`config.mk`:
```
export PLATFORM = sky130hd
export DESIGN_NAME = integer_to_radix_text_unit
export DESIGN_NICKNAME = d
export VERILOG_FILES = /design/src/rtl/itrt_pkg.sv /design/src/rtl/integer_to_radix_text_unit.sv /design/src/rtl/itrt_ram.sv /design/src/rtl/itrt_front.sv /design/src/rtl/itrt_queue.sv /design/src/rtl/itrt_back.sv
export SDC_FILE = /design/constraint.sdc
export NUM_CORES = 1
export LEC_CHECK = 0
export BUFFER_PORTS_ARGS = -buffer_cell sky130_fd_sc_hd__buf_4
export CAP_MARGIN = 10
export CORE_UTILIZATION = 40
export DETAILED_ROUTE_END_ITERATION = 6
export HOLD_SLACK_MARGIN = 0.15
export PLACE_DENSITY = 0.56
export SLEW_MARGIN = 20
export SYNTH_ARGS = -nofsm -noshare
export SYNTH_HDL_FRONTEND = slang
export SYNTH_SLANG_ARGS = --single-unit
```
`constraint.sdc`:
```
create_clock -name i_clk -period 4.3 [get_ports i_clk]
set_input_delay 0.86 -clock i_clk [delete_from_list [all_inputs] [get_ports i_clk]]
set_output_delay 0.86 -clock i_clk [all_outputs]
set_load 0.01 [all_outputs]
```
`src/rtl/itrt_pkg.sv`:
```
// Package for the integer to radix text unit.
// Holds the beat structs, character and base constants and the digit encoder.
// Depends on nothing; every other file of the block but itrt_ram imports it.
`timescale 1ns / 1ps

package itrt_pkg;

    // One input beat: the integer and the requested radix.
    typedef struct packed {
        logic signed [31:0] value;
        logic [5:0]         base;
    } t_in_item;

    // One result beat: a single character of the text.
    typedef struct packed {
        logic [7:0] character;
        logic       last;
    } t_out_item;

    localparam logic [5:0] DECIMAL_BASE = 6'd10;
    localparam logic [5:0] MIN_BASE     = 6'd2;
    localparam logic [5:0] MAX_BASE     = 6'd36;

    localparam logic [7:0] CHAR_ZERO  = 8'h30;
    localparam logic [7:0] CHAR_A     = 8'h61;
    localparam logic [7:0] CHAR_MINUS = 8'h2D;

    // Entries of the queue between the front and back parts.
    localparam int QUEUE_DEPTH = 2;

    // Turns one digit value into its ASCII character.
    function automatic logic [7:0] digit_char(input logic [5:0] d);
        logic [7:0] wide;
        wide = {2'b00, d};
        if (d < DECIMAL_BASE) begin
            return CHAR_ZERO + wide;
        end
        return CHAR_A + wide - {2'b00, DECIMAL_BASE};
    endfunction

endpackage

```
`src/rtl/integer_to_radix_text_unit.sv`:
```
// Top level of the integer to radix text unit.
// Depends on itrt_pkg, itrt_front, itrt_queue, itrt_back and itrt_ram.
//
// Usage:
//   Input channel: an item (value, base) is taken at a rising edge where
//   start is high and busy is low. The base is clamped into 2 to 36.
//   Result channel: each character appears for one cycle with o_strobe
//   high; o_item.last marks the final character. The receiver cannot stall.
//   A front stage registers and classifies the item, a two-entry queue
//   holds pending jobs, and the back part converts one job at a time.
// Conversion:
//   Each digit is found by bit-serial division of the value by the base;
//   the digits are then read back from the digit store and emitted, most
//   significant first, after a minus sign where there is one. The back
//   part takes a new job only once it is through with the last one; busy
//   rises once the queue and front stage are full.
// Reset:
//   Synchronous, active low; clears the queue, the stage and the sequencer.
//   No clearing pass is needed.
`timescale 1ns / 1ps

module integer_to_radix_text_unit
    import itrt_pkg::*;
#(
    parameter int VALUE_BITS = 32
) (
    input  logic      i_clk,
    input  logic      i_rst_n,
    input  logic      start,
    output logic      busy,
    input  t_in_item  i_item,
    output logic      o_strobe,
    output t_out_item o_item
);

    localparam int DW = VALUE_BITS + 7;

    logic          q_full;
    logic          push;
    logic [DW-1:0] front_desc;
    logic          pop;
    logic          q_valid;
    logic [DW-1:0] q_desc;

    itrt_front #(
        .VALUE_BITS (VALUE_BITS)
    ) u_front (
        .i_clk    (i_clk),
        .i_rst_n  (i_rst_n),
        .start    (start),
        .busy     (busy),
        .i_item   (i_item),
        .i_q_full (q_full),
        .o_push   (push),
        .o_desc   (front_desc)
    );

    itrt_queue #(
        .WIDTH (DW)
    ) u_queue (
        .i_clk   (i_clk),
        .i_rst_n (i_rst_n),
        .i_push  (push),
        .i_data  (front_desc),
        .o_full  (q_full),
        .i_pop   (pop),
        .o_valid (q_valid),
        .o_data  (q_desc)
    );

    itrt_back #(
        .VALUE_BITS (VALUE_BITS)
    ) u_back (
        .i_clk     (i_clk),
        .i_rst_n   (i_rst_n),
        .i_q_valid (q_valid),
        .i_desc    (q_desc),
        .o_pop     (pop),
        .o_strobe  (o_strobe),
        .o_item    (o_item)
    );

endmodule

```
`src/rtl/itrt_ram.sv`:
```
// Generic single-port-write, single-port-read RAM with registered read data.
// Depends on nothing.
`timescale 1ns / 1ps

module itrt_ram #(
    parameter int WIDTH = 6,
    parameter int DEPTH = 32
) (
    input  logic                     i_clk,
    input  logic                     i_wr_en,
    input  logic [$clog2(DEPTH)-1:0] i_wr_addr,
    input  logic [WIDTH-1:0]         i_wr_data,
    input  logic                     i_rd_en,
    input  logic [$clog2(DEPTH)-1:0] i_rd_addr,
    output logic [WIDTH-1:0]         o_rd_data
);

    logic [WIDTH-1:0] r_mem [DEPTH];
    logic [WIDTH-1:0] r_rd_data;

    // Write port and registered read port.
    always_ff @(posedge i_clk) begin
        if (i_wr_en) begin
            r_mem[i_wr_addr] <= i_wr_data;
        end
        if (i_rd_en) begin
            r_rd_data <= r_mem[i_rd_addr];
        end
    end

    assign o_rd_data = r_rd_data;

endmodule

```
`src/rtl/itrt_front.sv`:
```
// Front part: accepts input beats, clamps the base and forms the magnitude.
// Depends on itrt_pkg; feeds the job queue.
`timescale 1ns / 1ps

module itrt_front
    import itrt_pkg::*;
#(
    parameter int VALUE_BITS = 32
) (
    input  logic                  i_clk,
    input  logic                  i_rst_n,
    input  logic                  start,
    output logic                  busy,
    input  t_in_item              i_item,
    input  logic                  i_q_full,
    output logic                  o_push,
    output logic [VALUE_BITS+6:0] o_desc
);

    logic                  r_valid;
    logic                  n_valid;
    logic [VALUE_BITS+6:0] r_desc;
    logic [VALUE_BITS+6:0] n_desc;
    logic                  accept;
    logic [63:0]           value_ext;
    logic [VALUE_BITS-1:0] word;
    logic [VALUE_BITS-1:0] mag;
    logic [5:0]            base_cl;
    logic                  minus;

    assign busy   = r_valid && i_q_full;
    assign accept = start && !busy;
    assign o_push = r_valid && !i_q_full;
    assign o_desc = r_desc;

    // Classification of the incoming beat.
    always_comb begin
        value_ext = {{32{i_item.value[31]}}, i_item.value};
        word      = value_ext[VALUE_BITS-1:0];
        priority if (i_item.base < MIN_BASE) begin
            base_cl = MIN_BASE;
        end else if (i_item.base > MAX_BASE) begin
            base_cl = MAX_BASE;
        end else begin
            base_cl = i_item.base;
        end
        minus = (base_cl == DECIMAL_BASE) && word[VALUE_BITS-1];
        mag   = minus ? (~word + {{(VALUE_BITS-1){1'b0}}, 1'b1}) : word;
    end

    // Holding stage: reloads on accept, empties when the queue takes it.
    always_comb begin
        n_valid = r_valid;
        n_desc  = r_desc;
        if (accept) begin
            n_valid = 1'b1;
            n_desc  = {minus, base_cl, mag};
        end else if (o_push) begin
            n_valid = 1'b0;
        end
    end

    always_ff @(posedge i_clk) begin
        if (!i_rst_n) begin
            r_valid <= 1'b0;
        end else begin
            r_valid <= n_valid;
        end
        r_desc <= n_desc;
    end

endmodule

```
`src/rtl/itrt_queue.sv`:
```
// Short job queue between the front and back parts.
// Depends on itrt_pkg for its depth.
`timescale 1ns / 1ps

module itrt_queue
    import itrt_pkg::*;
#(
    parameter int WIDTH = 39
) (
    input  logic             i_clk,
    input  logic             i_rst_n,
    input  logic             i_push,
    input  logic [WIDTH-1:0] i_data,
    output logic             o_full,
    input  logic             i_pop,
    output logic             o_valid,
    output logic [WIDTH-1:0] o_data
);

    localparam int PW = (QUEUE_DEPTH > 1) ? $clog2(QUEUE_DEPTH) : 1;
    localparam int CW = $clog2(QUEUE_DEPTH + 1);
    localparam logic [PW-1:0] LAST_PTR = PW'(QUEUE_DEPTH - 1);

    logic [WIDTH-1:0] r_entry [QUEUE_DEPTH];
    logic [PW-1:0]    r_wr_ptr;
    logic [PW-1:0]    r_rd_ptr;
    logic [CW-1:0]    r_count;
    logic             do_push;
    logic             do_pop;

    assign o_full  = (r_count == CW'(QUEUE_DEPTH));
    assign o_valid = (r_count != '0);
    assign o_data  = r_entry[r_rd_ptr];
    assign do_push = i_push && !o_full;
    assign do_pop  = i_pop && o_valid;

    // Pointers and fill count.
    always_ff @(posedge i_clk) begin
        if (!i_rst_n) begin
            r_wr_ptr <= '0;
            r_rd_ptr <= '0;
            r_count  <= '0;
        end else begin
            if (do_push) begin
                r_wr_ptr <= (r_wr_ptr == LAST_PTR) ? '0 : r_wr_ptr + 1'b1;
            end
            if (do_pop) begin
                r_rd_ptr <= (r_rd_ptr == LAST_PTR) ? '0 : r_rd_ptr + 1'b1;
            end
            if (do_push && !do_pop) begin
                r_count <= r_count + 1'b1;
            end else if (do_pop && !do_push) begin
                r_count <= r_count - 1'b1;
            end
        end
    end

    // Entry storage.
    always_ff @(posedge i_clk) begin
        if (do_push) begin
            r_entry[r_wr_ptr] <= i_data;
        end
    end

endmodule

```
`src/rtl/itrt_back.sv`:
```
// Back part: divides by the base one bit a cycle, stores the digits and
// emits the characters most significant first. Depends on itrt_pkg, itrt_ram.
`timescale 1ns / 1ps

module itrt_back
    import itrt_pkg::*;
#(
    parameter int VALUE_BITS = 32
) (
    input  logic                  i_clk,
    input  logic                  i_rst_n,
    input  logic                  i_q_valid,
    input  logic [VALUE_BITS+6:0] i_desc,
    output logic                  o_pop,
    output logic                  o_strobe,
    output t_out_item             o_item
);

    localparam int AW = $clog2(VALUE_BITS);
    localparam int CW = $clog2(VALUE_BITS + 1);
    localparam logic [AW-1:0] LAST_BIT = AW'(VALUE_BITS - 1);

    localparam logic [2:0] S_IDLE  = 3'd0;
    localparam logic [2:0] S_DIV   = 3'd1;
    localparam logic [2:0] S_MINUS = 3'd2;
    localparam logic [2:0] S_READ  = 3'd3;
    localparam logic [2:0] S_EMIT  = 3'd4;

    logic [2:0]            r_state, n_state;
    logic [VALUE_BITS-1:0] r_quo, n_quo;
    logic [5:0]            r_rem, n_rem;
    logic [5:0]            r_base, n_base;
    logic                  r_minus, n_minus;
    logic [AW-1:0]         r_bit, n_bit;
    logic [CW-1:0]         r_cnt, n_cnt;
    logic [AW-1:0]         r_idx, n_idx;
    logic                  r_strobe, n_strobe;
    t_out_item             r_item, n_item;

    logic [6:0]            rem_s;
    logic                  ge;
    logic [5:0]            rem_new;
    logic [VALUE_BITS-1:0] quo_new;
    logic [CW-1:0]         cnt_inc;
    logic                  wr_en;
    logic                  rd_en;
    logic [5:0]            rd_data;

    // Digit store, least significant digit first.
    itrt_ram #(
        .WIDTH (6),
        .DEPTH (VALUE_BITS)
    ) u_digits (
        .i_clk     (i_clk),
        .i_wr_en   (wr_en),
        .i_wr_addr (r_cnt[AW-1:0]),
        .i_wr_data (rem_new),
        .i_rd_en   (rd_en),
        .i_rd_addr (r_idx),
        .o_rd_data (rd_data)
    );

    // One restoring division step.
    always_comb begin
        rem_s   = {r_rem, r_quo[VALUE_BITS-1]};
        ge      = (rem_s >= {1'b0, r_base});
        rem_new = ge ? 6'(rem_s - {1'b0, r_base}) : rem_s[5:0];
        quo_new = {r_quo[VALUE_BITS-2:0], ge};
        cnt_inc = r_cnt + 1'b1;
    end

    // Sequencer.
    always_comb begin
        n_state  = r_state;
        n_quo    = r_quo;
        n_rem    = r_rem;
        n_base   = r_base;
        n_minus  = r_minus;
        n_bit    = r_bit;
        n_cnt    = r_cnt;
        n_idx    = r_idx;
        n_strobe = 1'b0;
        n_item   = r_item;
        wr_en    = 1'b0;
        rd_en    = 1'b0;
        o_pop    = 1'b0;
        unique case (r_state)
            S_IDLE: begin
                if (i_q_valid) begin
                    o_pop   = 1'b1;
                    n_quo   = i_desc[VALUE_BITS-1:0];
                    n_base  = i_desc[VALUE_BITS+5:VALUE_BITS];
                    n_minus = i_desc[VALUE_BITS+6];
                    n_rem   = '0;
                    n_bit   = '0;
                    n_cnt   = '0;
                    n_state = S_DIV;
                end
            end
            S_DIV: begin
                n_quo = quo_new;
                n_rem = rem_new;
                n_bit = r_bit + 1'b1;
                if (r_bit == LAST_BIT) begin
                    // Last bit of this digit: store it and decide on another.
                    wr_en = 1'b1;
                    n_cnt = cnt_inc;
                    n_rem = '0;
                    n_bit = '0;
                    if (quo_new == '0 || cnt_inc == CW'(VALUE_BITS)) begin
                        n_idx   = r_cnt[AW-1:0];
                        n_state = r_minus ? S_MINUS : S_READ;
                    end
                end
            end
            S_MINUS: begin
                n_strobe         = 1'b1;
                n_item.character = CHAR_MINUS;
                n_item.last      = 1'b0;
                n_state          = S_READ;
            end
            S_READ: begin
                rd_en   = 1'b1;
                n_state = S_EMIT;
            end
            S_EMIT: begin
                n_strobe         = 1'b1;
                n_item.character = digit_char(rd_data);
                n_item.last      = (r_idx == '0);
                if (r_idx == '0) begin
                    n_state = S_IDLE;
                end else begin
                    n_idx   = r_idx - 1'b1;
                    n_state = S_READ;
                end
            end
            default: begin
                n_state = S_IDLE;
            end
        endcase
    end

    always_ff @(posedge i_clk) begin
        if (!i_rst_n) begin
            r_state  <= S_IDLE;
            r_strobe <= 1'b0;
            r_cnt    <= '0;
            r_quo    <= '0;
            r_minus  <= 1'b0;
        end else begin
            r_state  <= n_state;
            r_strobe <= n_strobe;
            r_cnt    <= n_cnt;
            r_quo    <= n_quo;
            r_minus  <= n_minus;
        end
        r_rem  <= n_rem;
        r_base <= n_base;
        r_bit  <= n_bit;
        r_idx  <= n_idx;
        r_item <= n_item;
    end

    assign o_strobe = r_strobe;
    assign o_item   = r_item;

endmodule
```
**Word-level counts from Yosys, hierarchy flattened**

Memories as Yosys holds them, arrays and structs flattened. A register that Yosys moved wholly into a read port is not among the register bits.
Cells that the tools add are included.
Widths: inputs -> output; s select.

- Add/sub/neg operators: 12
- Bitwise gates (word level): 1
- Eq/ne operators: 12
- Order comparisons: 4
- Reductions and logical operators: 28
- Multiplexer cells: 47

Operators by type and width:

| operator | count |
|---|---|
| $mux 32 | 2 |
| $pmux 32 s2 | 1 |
| $mux 6 | 6 |
| $add 32x1->32 const B | 1 |
| $logic_not 32->1 | 1 |
| $not 32->32 | 1 |
| $mux 5 | 5 |
| $pmux 6 s2 | 2 |
| $pmux 5 s2 | 2 |
| $mux 1 | 19 |
| $pmux 9 s2 | 1 |
| $mux 8 | 2 |
| $pmux 3 s5 | 1 |
| $reduce_bool 2->1 | 6 |
| $mux 3 | 3 |
| $add 7x6->8 const A | 1 |
| $logic_and 1x1->1 | 8 |
| $sub 8x4->8 const B | 1 |
| $add 6x6->7 const A | 1 |
| $ge 7x6->1 | 1 |
| $add 6x1->6 const B | 1 |
| $eq 3x2->1 const B | 2 |
| $eq 6x4->1 const B | 1 |
| $eq 6x6->1 const B | 1 |
| other kinds (24) | 34 |

- Bits in registers: 118
- Output and inout port bits: 11
- Word-level logic and storage cells: 122
- Memory bits (writable): 270
- Memories kept: 2
- Input bits: 41

Memory list:

| memory | depth | bits a word | read ports | clocked after memory_dff | write ports | RTL line | source |
|---|---|---|---|---|---|---|---|
| u_back.u_digits.r_mem | 32 | 6 | 1 | 1 | 1 | itrt_ram.sv:18 | `logic [WIDTH-1:0] r_mem [DEPTH];` |
| u_queue.r_entry | 2 | 39 | 1 | 1 | 1 | itrt_queue.sv:24 | `logic [WIDTH-1:0] r_entry [QUEUE_DEPTH];` |

**Logic depth before layout (Yosys ltp)**

Gate-level depths: netlist of the first run.

- Word-level depth: 8
- Depth in mapped cells: 10
- Mapped depth without buffers: 9

**Cells and area by module**

From an unflattened synthesis of the first run, not the netlist that was laid out.

- Cell total of the unflattened synthesis: 1026
- Area, all modules: 16459.5 µm²

By module, submodules not included:

| module | seq. area each (µm²) | area each (µm²) | instances | cells each |
|---|---|---|---|---|
| itrt_ram | 5945.7 | 7649.8 | 1 | 323 |
| itrt_back | 1791.7 | 3723.6 | 1 | 393 |
| itrt_queue | 2442.3 | 3044.2 | 1 | 146 |
| itrt_front | 1191.1 | 2042.0 | 1 | 164 |

**Worst setup path after synthesis of the first run**

No wires, ideal clock.

- Kind: register to register
- Start: register u_back.r_rem[2]
- End: memory u_back.u_digits.r_mem[0][3] (data pin)
- Clock period less this slack: 3.140 ns
- Library setup time: 0.474 ns
- Data required time: 3.826 ns
- Path slack: 1.160 ns
- Data arrival time: 2.667 ns
- Buffers on the path: 0
- Cell stages (with the launch flop): 6
- Path through: edfxtp_1 -> ha_1 -> nand3_1 -> a21bo_2 -> o211a_1 -> o31ai_1

- Longest elaborated chain between the ends: 2
- Elaborated cells on any way between the ends: 3
- Classes of those cells: add/sub: 1; order compare: 1; mux: 1

Ends and longest elaborated chain:

| element | RTL line | source |
|---|---|---|
| from (decl) | itrt_back.sv:31 | `logic [5:0] r_rem, n_rem;` |
| from (signal assigned) | itrt_back.sv:157 | `r_rem <= n_rem;` |
| $sub 6x6->6 / $ge 7x6->1 (equally long branches) | itrt_back.sv:67, itrt_back.sv:66 |  |
| $mux 6 (*) | itrt_back.sv:67 | `rem_new = ge ? 6'(rem_s - {1'b0, r_base}) : rem_s[5:0];` |
| net u_back.rem_new[3] | itrt_back.sv:42 | `logic [5:0] rem_new;` |
| to (decl) | itrt_ram.sv:18 |  |

Mark *: on every way through the listed nets, which the timed path passes. The rest lies on a longest branch.

**Worst setup path after layout of the first run**

- Start: register u_back.r_rem[2]
- End: register u_back.r_rem[4] (data pin)

- Longest elaborated chain between the ends: 4
- Elaborated cells on any way between the ends: 5
- Classes of those cells: add/sub: 1; order compare: 1; mux: 3

Ends and longest elaborated chain:

| element | RTL line | source |
|---|---|---|
| $sub 6x6->6 / $ge 7x6->1 (equally long branches) | itrt_back.sv:67, itrt_back.sv:66 |  |
| $mux 6 (*) | itrt_back.sv:67 |  |
| net u_back.rem_new[4] | itrt_back.sv:42 |  |
| $mux 6 (*) | itrt_back.sv:104 | `if (r_bit == LAST_BIT) begin` |
| $pmux 6 s2 (*) | itrt_back.sv:87 | `unique case (r_state)` |

Marked as above.
A chain may end at the register's enable or synchronous reset.

==> flow_summary_export.csv, run 1 <==
group,metric,value,unit
timing,setup_viol,0,
timing,finalMaxSlewViolations,0,
logic_synthesis,syn_avg_cell_area,15.4,sq um
logic_synthesis,yosysTopAreaCellShare,0.637,
critical_path,critical_path_class,"reg -> reg",
die,start_util,0.408,
die,die_h,204,um
critical_path,endpoint_kind,"register",
placed_design,detailedPlace.worstSlack,1.21,ns
routing,m1WireLength,13400,um
logic_synthesis,synthFlopType,"edfxtp_1",
die,die_w,204,um
pwr,peakVddDrop,0.438,mV
critical_path,crit_required,4.59,ns
worst_hold_path,min_from,"u_front.o_desc[16]",
cts,cts_num_sinks,395,
critical_path,arrival,3.13,ns
timing,fin_skew,0.0103,ns
die,rows,73,
pwr,total_power,12.5,mW
critical_path,path_cells,"ha_1, nand4_1, o211ai_1, mux2_2, and2_1",
logic_synthesis,syn_inst,1062,
critical_path,crit_start,"u_back.r_rem[2]",
logic_synthesis,synthesis.area,16300,sq um
grt,grt_max_degree,50,
placed_design,dp.final_hpwl,19800,um
logic_synthesis,syn_nets,1124,
timing,fin_ws,1.46,ns
routing,vias_per_cell,5.18,
cts,cts_tree,"done",
die,coreArea,40000,sq um
cts,path_clk_slew,0.06,ns
routing,ant_nets,0,
cts,root_buffer,"clkbuf_16",
logic_synthesis,ys_seq_area_frac,0.697,
die,num_io_pins,52,
placed_design,port_buffers,51,
status,status,"completed",
worst_hold_path,hp-class,"reg -> reg",
critical_path,slowest_delay,0.70,ns
routing,top_layer_used,"met4",
routing,dr.first_iter.drc_count,514,
logic_synthesis,yosys_register_bits,395,
cts,htree_levels,2,
critical_path,path_max_fanout,33,
finish,design_area,18700,sq um
cts,cts_setup_buffers,0,
critical_path,cp-start-kind,"register",
logic_synthesis,synth_warnings,0,
routing,route.vias.total,8694,
routing,met2_length,15100,um
critical_path,crit_family,"compound AO/OA/AOI/OAI gates",
grt,grt_pass1_vias,8762,
cts,insertion_delay,0.53,ns
routing,wl_met3,1420,um
routing,first_pass_iters,5,
critical_path,r2r_start,"u_back.r_rem[2]",
finish,ff_latch_area,11400,sq um
logic_synthesis,netlist_top_cells_area,"edfxtp_1, mux4_2, dfxtp_1",
timing,hold_viol,0,
finish,nFillCells,3511,
timing,fmax,0.352,GHz
timing,worstMarginPinSlew,0.999,ns
critical_path,critical_path.slowest_cell,"o211ai_1",
cts,clockBufferDepth,3,
flow_run,maxCapViolations,0,
die,dieArea,41600,sq um
timing,setup_tns,0,ns
timing,finalCritPeriodShare,0.660,
logic_synthesis,yosysTopAreaCell,"edfxtp_1",
cts,numCtsBuffers,43,
grt,grt.overflow.total,0,
logic_synthesis,async_flop_share,0,
timing,fin_crit,2.84,ns
logic_synthesis,synth_edf_count,346,
critical_path,path_buf_inv,0,
pwr,p_leak,6.17,nW
finish,fin_nets,1185,
pwr,power_density,670,nW/um^2
logic_synthesis,synth.most_common_cell,"edfxtp_1",
cts,ctsHoldBuffers,0,
cts,cts_resized,0,
grt,antenna_found_initial,0,
placed_design,dpl_cell_area,17300,sq um
finish,multi_input_area,4680,sq um
logic_synthesis,ys_types,58,
timing,max-slew-margin-rel,0.334,
routing,wirelength,30600,um
grt,grt_first_pass_wirelength,48700,um
finish,utilization,0.468,
logic_synthesis,synth_common_cells,"edfxtp_1, nand2_1, nor2_1, a21oi_1, mux4_2",
finish,drive_above_1_share,0.179,
critical_path,rrSetupSlack,1.46,ns
grt,track_usage,0.150,
routing,drcViolationCount,0,
finish,syn_to_final_growth,14.7,%
routing,routedWlPerCell,18.2,um
timing,grt_setup_unrepaired,"false",
placed_design,gp_congestion,0.784,
## routing by layer
| layer | track usage | vias to the layer above |
|---|---|---|
| met4 | 0.0434 | 0 |
| met5 | 0 | - |
| met1 | 0.197 | 4237 |
| met2 | 0.255 | 190 |
| li1 | - | 4214 |
| met3 | 0.0263 | 53 |
## report_power, final
part / internal, mW / switching, mW
Combinational: 1.13 / 2.13
Sequential: 5.49 / 0.225
Clock: 2.16 / 1.41
Total: 8.77 / 3.77
## kinds of logic (layout without fill, tap and decap cells)
logic type,count (synthesis),count (layout),share of synthesized area
buffers and inverters,80,172,0.0189
other,0,1,0
DFF,395,395,0.697
and+or+nand+nor,253,253,0.0709
xor gates and xnor gates,42,42,0.0225
muxes,108,108,0.108
adders and majority gates,22,22,0.0172
AOI/OAI and AO/OA,162,162,0.0653
## cell usage in the layout, fill, tap and decap left out, types with 11 or more instances in the layout
master     count
o211ai_1      34
inv_1         27
buf_4         65
clkbuf_16     45
ha_1          20
mux4_2        54
nor2_1        76
nand2_1       94
mux2i_1       45
dfxtp_1       48
xor2_1        18
o21ai_0       19
nor4_1        11
nor3_1        11
a21oi_1       53
clkbuf_1      11
edfxtp_1     346
xnor2_1       24
## registers in the layout, indices dropped and copies added (netlist names), named ones only
register,flops
u_back.o_item,9
u_back.o_strobe,1
u_back.r_base,6
u_back.r_bit,5
u_back.r_cnt,6
u_back.r_idx,5
u_back.r_minus,1
u_back.r_quo,32
u_back.r_rem,6
u_back.r_state,3
u_back.u_digits.o_rd_data,6
u_back.u_digits.r_mem,192
u_front.o_desc,39
u_front.r_valid,1
u_queue.r_count,2
u_queue.r_entry,78
u_queue.r_rd_ptr,1
u_queue.r_wr_ptr,1
## area by class of cell
type / instances / area share
Multi-Input combinational cell: 587 / 0.250
Clock buffer: 60 / 0.0653
Sequential cell: 395 / 0.608
Tap cell: 525 / 0.0351
Inverter: 30 / 0.00602
Timing Repair Buffer: 66 / 0.0275
Clock inverter: 16 / 0.00829
Antenna cell: 1 / 0.000134
## worst paths after layout
path	end	cells past startpoint
max	u_back.r_rem[4]	5
min	u_queue.r_entry[1][16]	0
max reg2reg	u_back.r_rem[4]	5
min reg2reg	u_queue.r_entry[1][16]	0
## per-stage QoR
step                      hold WS, ns  instances
after floorplan                 0.421       1062
final                           0.440       1680
after global routing            0.449       1679
after CTS                       0.439       1678
after detailed placement        0.430       1602
after global placement          0.424       1602
## worst reg2reg max path, delay by kind of cell, from the launching register on
family	cells	cell delay, ns
DFF	1	0.42
adders and majority gates	1	0.40
muxes	1	0.65
AOI/OAI and AO/OA	1	0.70
and+or+nand+nor	2	0.43
(Power assumes the default switching activity.)
==> inputs of run 2 (changes only) <==
--- a/config.mk
+++ b/config.mk
@@ -10,7 +10,7 @@
 export CORE_UTILIZATION = 40
 export DETAILED_ROUTE_END_ITERATION = 6
 export HOLD_SLACK_MARGIN = 0.15
-export PLACE_DENSITY = 0.56
+export PLACE_DENSITY = 0.58
 export SLEW_MARGIN = 20
 export SYNTH_ARGS = -nofsm -noshare
 export SYNTH_HDL_FRONTEND = slang
==> constraint.sdc (replaced) <==
create_clock -name i_clk -period 2.45 [get_ports i_clk]
set_input_delay 0.49 -clock i_clk [delete_from_list [all_inputs] [get_ports i_clk]]
set_output_delay 0.49 -clock i_clk [all_outputs]
set_load 0.01 [all_outputs]
==> run 2 against run 1 <==
Net effect:
- global-route usage grew 0.21 points
- combinational power grew 100%
- wire length grew 0.24%
- flip-flop and latch count is the same
- critical path type unchanged
- utilization grew 0.98 points
- largest power group unchanged
- critical endpoint is now u_back.r_idx[3]
==> flow_summary_export.csv, run 2 (same netlist as run 1, synthesis figures left out) <==
group,metric,value,unit
status,status,"completed",
timing,worstMarginPinSlew,0.649,ns
grt,antenna_found_initial,0,
finish,fin_nets,1222,
cts,root_buffer,"clkbuf_16",
placed_design,port_buffers,51,
finish,syn_to_final_growth,17.1,%
die,coreArea,40000,sq um
finish,largest_reg_flops,192,
pwr,peakVddDrop,1.16,mV
finish,nFillCells,3491,
critical_path,cp-start-kind,"register",
cts,path_clk_slew,0.06,ns
critical_path,slowest_delay,0.37,ns
grt,grt_pass1_vias,8990,
routing,wl_met3,1210,um
routing,wirelength,30600,um
worst_hold_path,min_path_cells,1,
worst_hold_path,hold_end,"u_front.o_desc[0]",
placed_design,dp.final_hpwl,20500,um
critical_path,rrSetupSlack,0.15,ns
cts,htree_levels,2,
placed_design,gp_congestion,0.818,
pwr,power_density,1180,nW/um^2
die,rows,73,
finish,regMostFlops,"u_back.u_digits.r_mem",
pwr,pwr-share-seq,0.441,
cts,ctsHoldBuffers,0,
cts,cts_tree,"done",
pwr,p_leak,6.33,nW
finish,fin_cells,1716,
critical_path,r2r_start,"u_back.r_base[0]",
routing,m1WireLength,13700,um
pwr,p_int,15.7,mW
timing,fin_skew,0.0178,ns
critical_path,critical_path_depth,7,
die,dieArea,41600,sq um
routing,met2_length,15200,um
pwr,swShare,0.302,
grt,track_usage,0.152,
timing,finalMaxSlewViolations,0,
critical_path,critical_path.slowest_cell,"edfxtp_1",
grt,grt_max_degree,40,
timing,grt_setup_unrepaired,"true",
critical_path,crit_family,"compound AO/OA/AOI/OAI gates",
finish,drive_above_1_share,0.219,
routing,first_pass_iters,5,
die,die_w,204,um
placed_design,detailedPlace.worstSlack,-0.166,ns
critical_path,r2r-end,"u_back.r_idx[3]",
timing,hold_viol,0,
placed_design,dpl_cell_area,17700,sq um
critical_path,endpoint_kind,"register",
cts,clockBufferDepth,3,
routing,dr.first_iter.drc_count,478,
pwr,pwr-share-clk,0.266,
critical_path,path_max_fanout,5,
routing,top_layer_used,"met4",
critical_path,critical_path_class,"reg -> reg",
finish,final_cell_mix,"edfxtp_1, nand2_1, buf_4, nor2_1, mux4_2",
critical_path,path_buf_inv,1,
routing,routedWlPerCell,17.9,um
timing,fmax,0.434,GHz
grt,grt_first_pass_wirelength,49900,um
timing,fin_crit,2.30,ns
timing,max-slew-margin-rel,0.566,
routing,vias_per_cell,5.19,
critical_path,arrival,2.53,ns
grt,grt.overflow.total,0,
critical_path,path_cells,"ha_1, nand2b_1, a21oi_1, o211a_1, a31oi_2, a211oi_2, buf_4",
die,num_io_pins,52,
placed_design,post-place-cells,1641,
timing,setup_viol,0,
routing,ant_nets,0,
cts,numCtsBuffers,42,
cts,insertion_delay,0.53,ns
finish,diodes,0,
routing,route.vias.total,8908,
pwr,power.switching,6.79,mW
worst_hold_path,hp-class,"in -> reg",
routing,drcViolationCount,0,
timing,fin_ws,0.148,ns
worst_hold_path,min_from,"i_item[6]",
timing,finalCritPeriodShare,0.940,
critical_path,reg2reg_depth,7,
finish,utilization,0.478,
flow_run,maxCapViolations,0,
finish,design_area,19100,sq um
die,start_util,0.408,
cts,cts_num_sinks,395,
finish,final_common_cell,"edfxtp_1",
pwr,total_power,22.5,mW
cts,cts_setup_buffers,0,
critical_path,crit_required,2.68,ns
die,die_h,204,um
pwr,pwr-share-comb,0.293,
## run 2: changes by cell type in the layout (fill, tap and decap cells not counted), moves of 2 or more
cell	before	now
clkinvlp_4	0	3
clkbuf_8	4	0
clkbuf_1	11	14
nor2_1	76	55
clkinv_1	7	10
nor2_4	2	6
buf_12	0	10
clkinv_2	7	3
clkbuf_16	45	43
buf_4	65	94
nor2_2	1	18
## run 2: timing repair
item | CTS | global route
endpoints found under the setup margin | 18 | 125
cloned | 0 | 0
resized for setup | 3 | 24
## run 2: worst reg2reg max path, cell delays in order (launching register included)
cell and delay [ns]:
edfxtp_1 0.37, ha_1 0.34, nand2b_1 0.16, a21oi_1 0.23, o211a_1 0.32, a31oi_2 0.19
a211oi_2 0.22, buf_4 0.18
## run 2: final cells by class
cell class              count  area, sq um  share of cell area
flip-flops and latches    395        11400               0.595
multi-input cells         587         4760               0.249
clock buffers              57         1130              0.0591
repair buffers            104          906              0.0474
well taps                 525          657              0.0344
clock inverters            18          166             0.00871
inverters                  30          113             0.00589
## run 2: stage by stage
step	setup TNS, ns	hold WS [ns]
final	0	0.186
after global placement	-0.925	0.423
after global routing	-0.0421	0.172
after floorplan	-18.79	0.421
after detailed placement	-1.86	0.431
after CTS	0	0.168
## run 2: worst max path at each step
stage                                start                          end  slack [ns]
after floorplan            u_back.r_rem[2]  u_back.u_digits.r_mem[0][5]       -0.29
after global placement          i_item[15]           u_front.o_desc[27]       -0.16
after detailed placement        i_item[15]           u_front.o_desc[27]       -0.17
after CTS                  u_back.r_bit[0]  u_back.u_digits.r_mem[5][3]       0.003
after global routing       u_back.r_bit[0]  u_back.u_digits.r_mem[0][0]      -0.008
final                     u_back.r_base[0]              u_back.r_idx[3]        0.15
## run 2: power by group through the flow
stage / sequential, mW / clock (mW) / combinational (mW)
after CTS: 9.92 / 6.13 / 6.75
after global placement: 10.0 / 0 / 6.56
after floorplan: 9.98 / 0 / 4.06
final: 9.92 / 5.99 / 6.61
after global routing: 9.99 / 6.40 / 7.32
after detailed placement: 10.1 / 0 / 6.73
## run 2: routing by layer
layer,track usage,up-vias
met3,0.0238,47
met4,0.0352,0
met1,0.203,4410
met5,0,-
met2,0.261,164
li1,-,4287
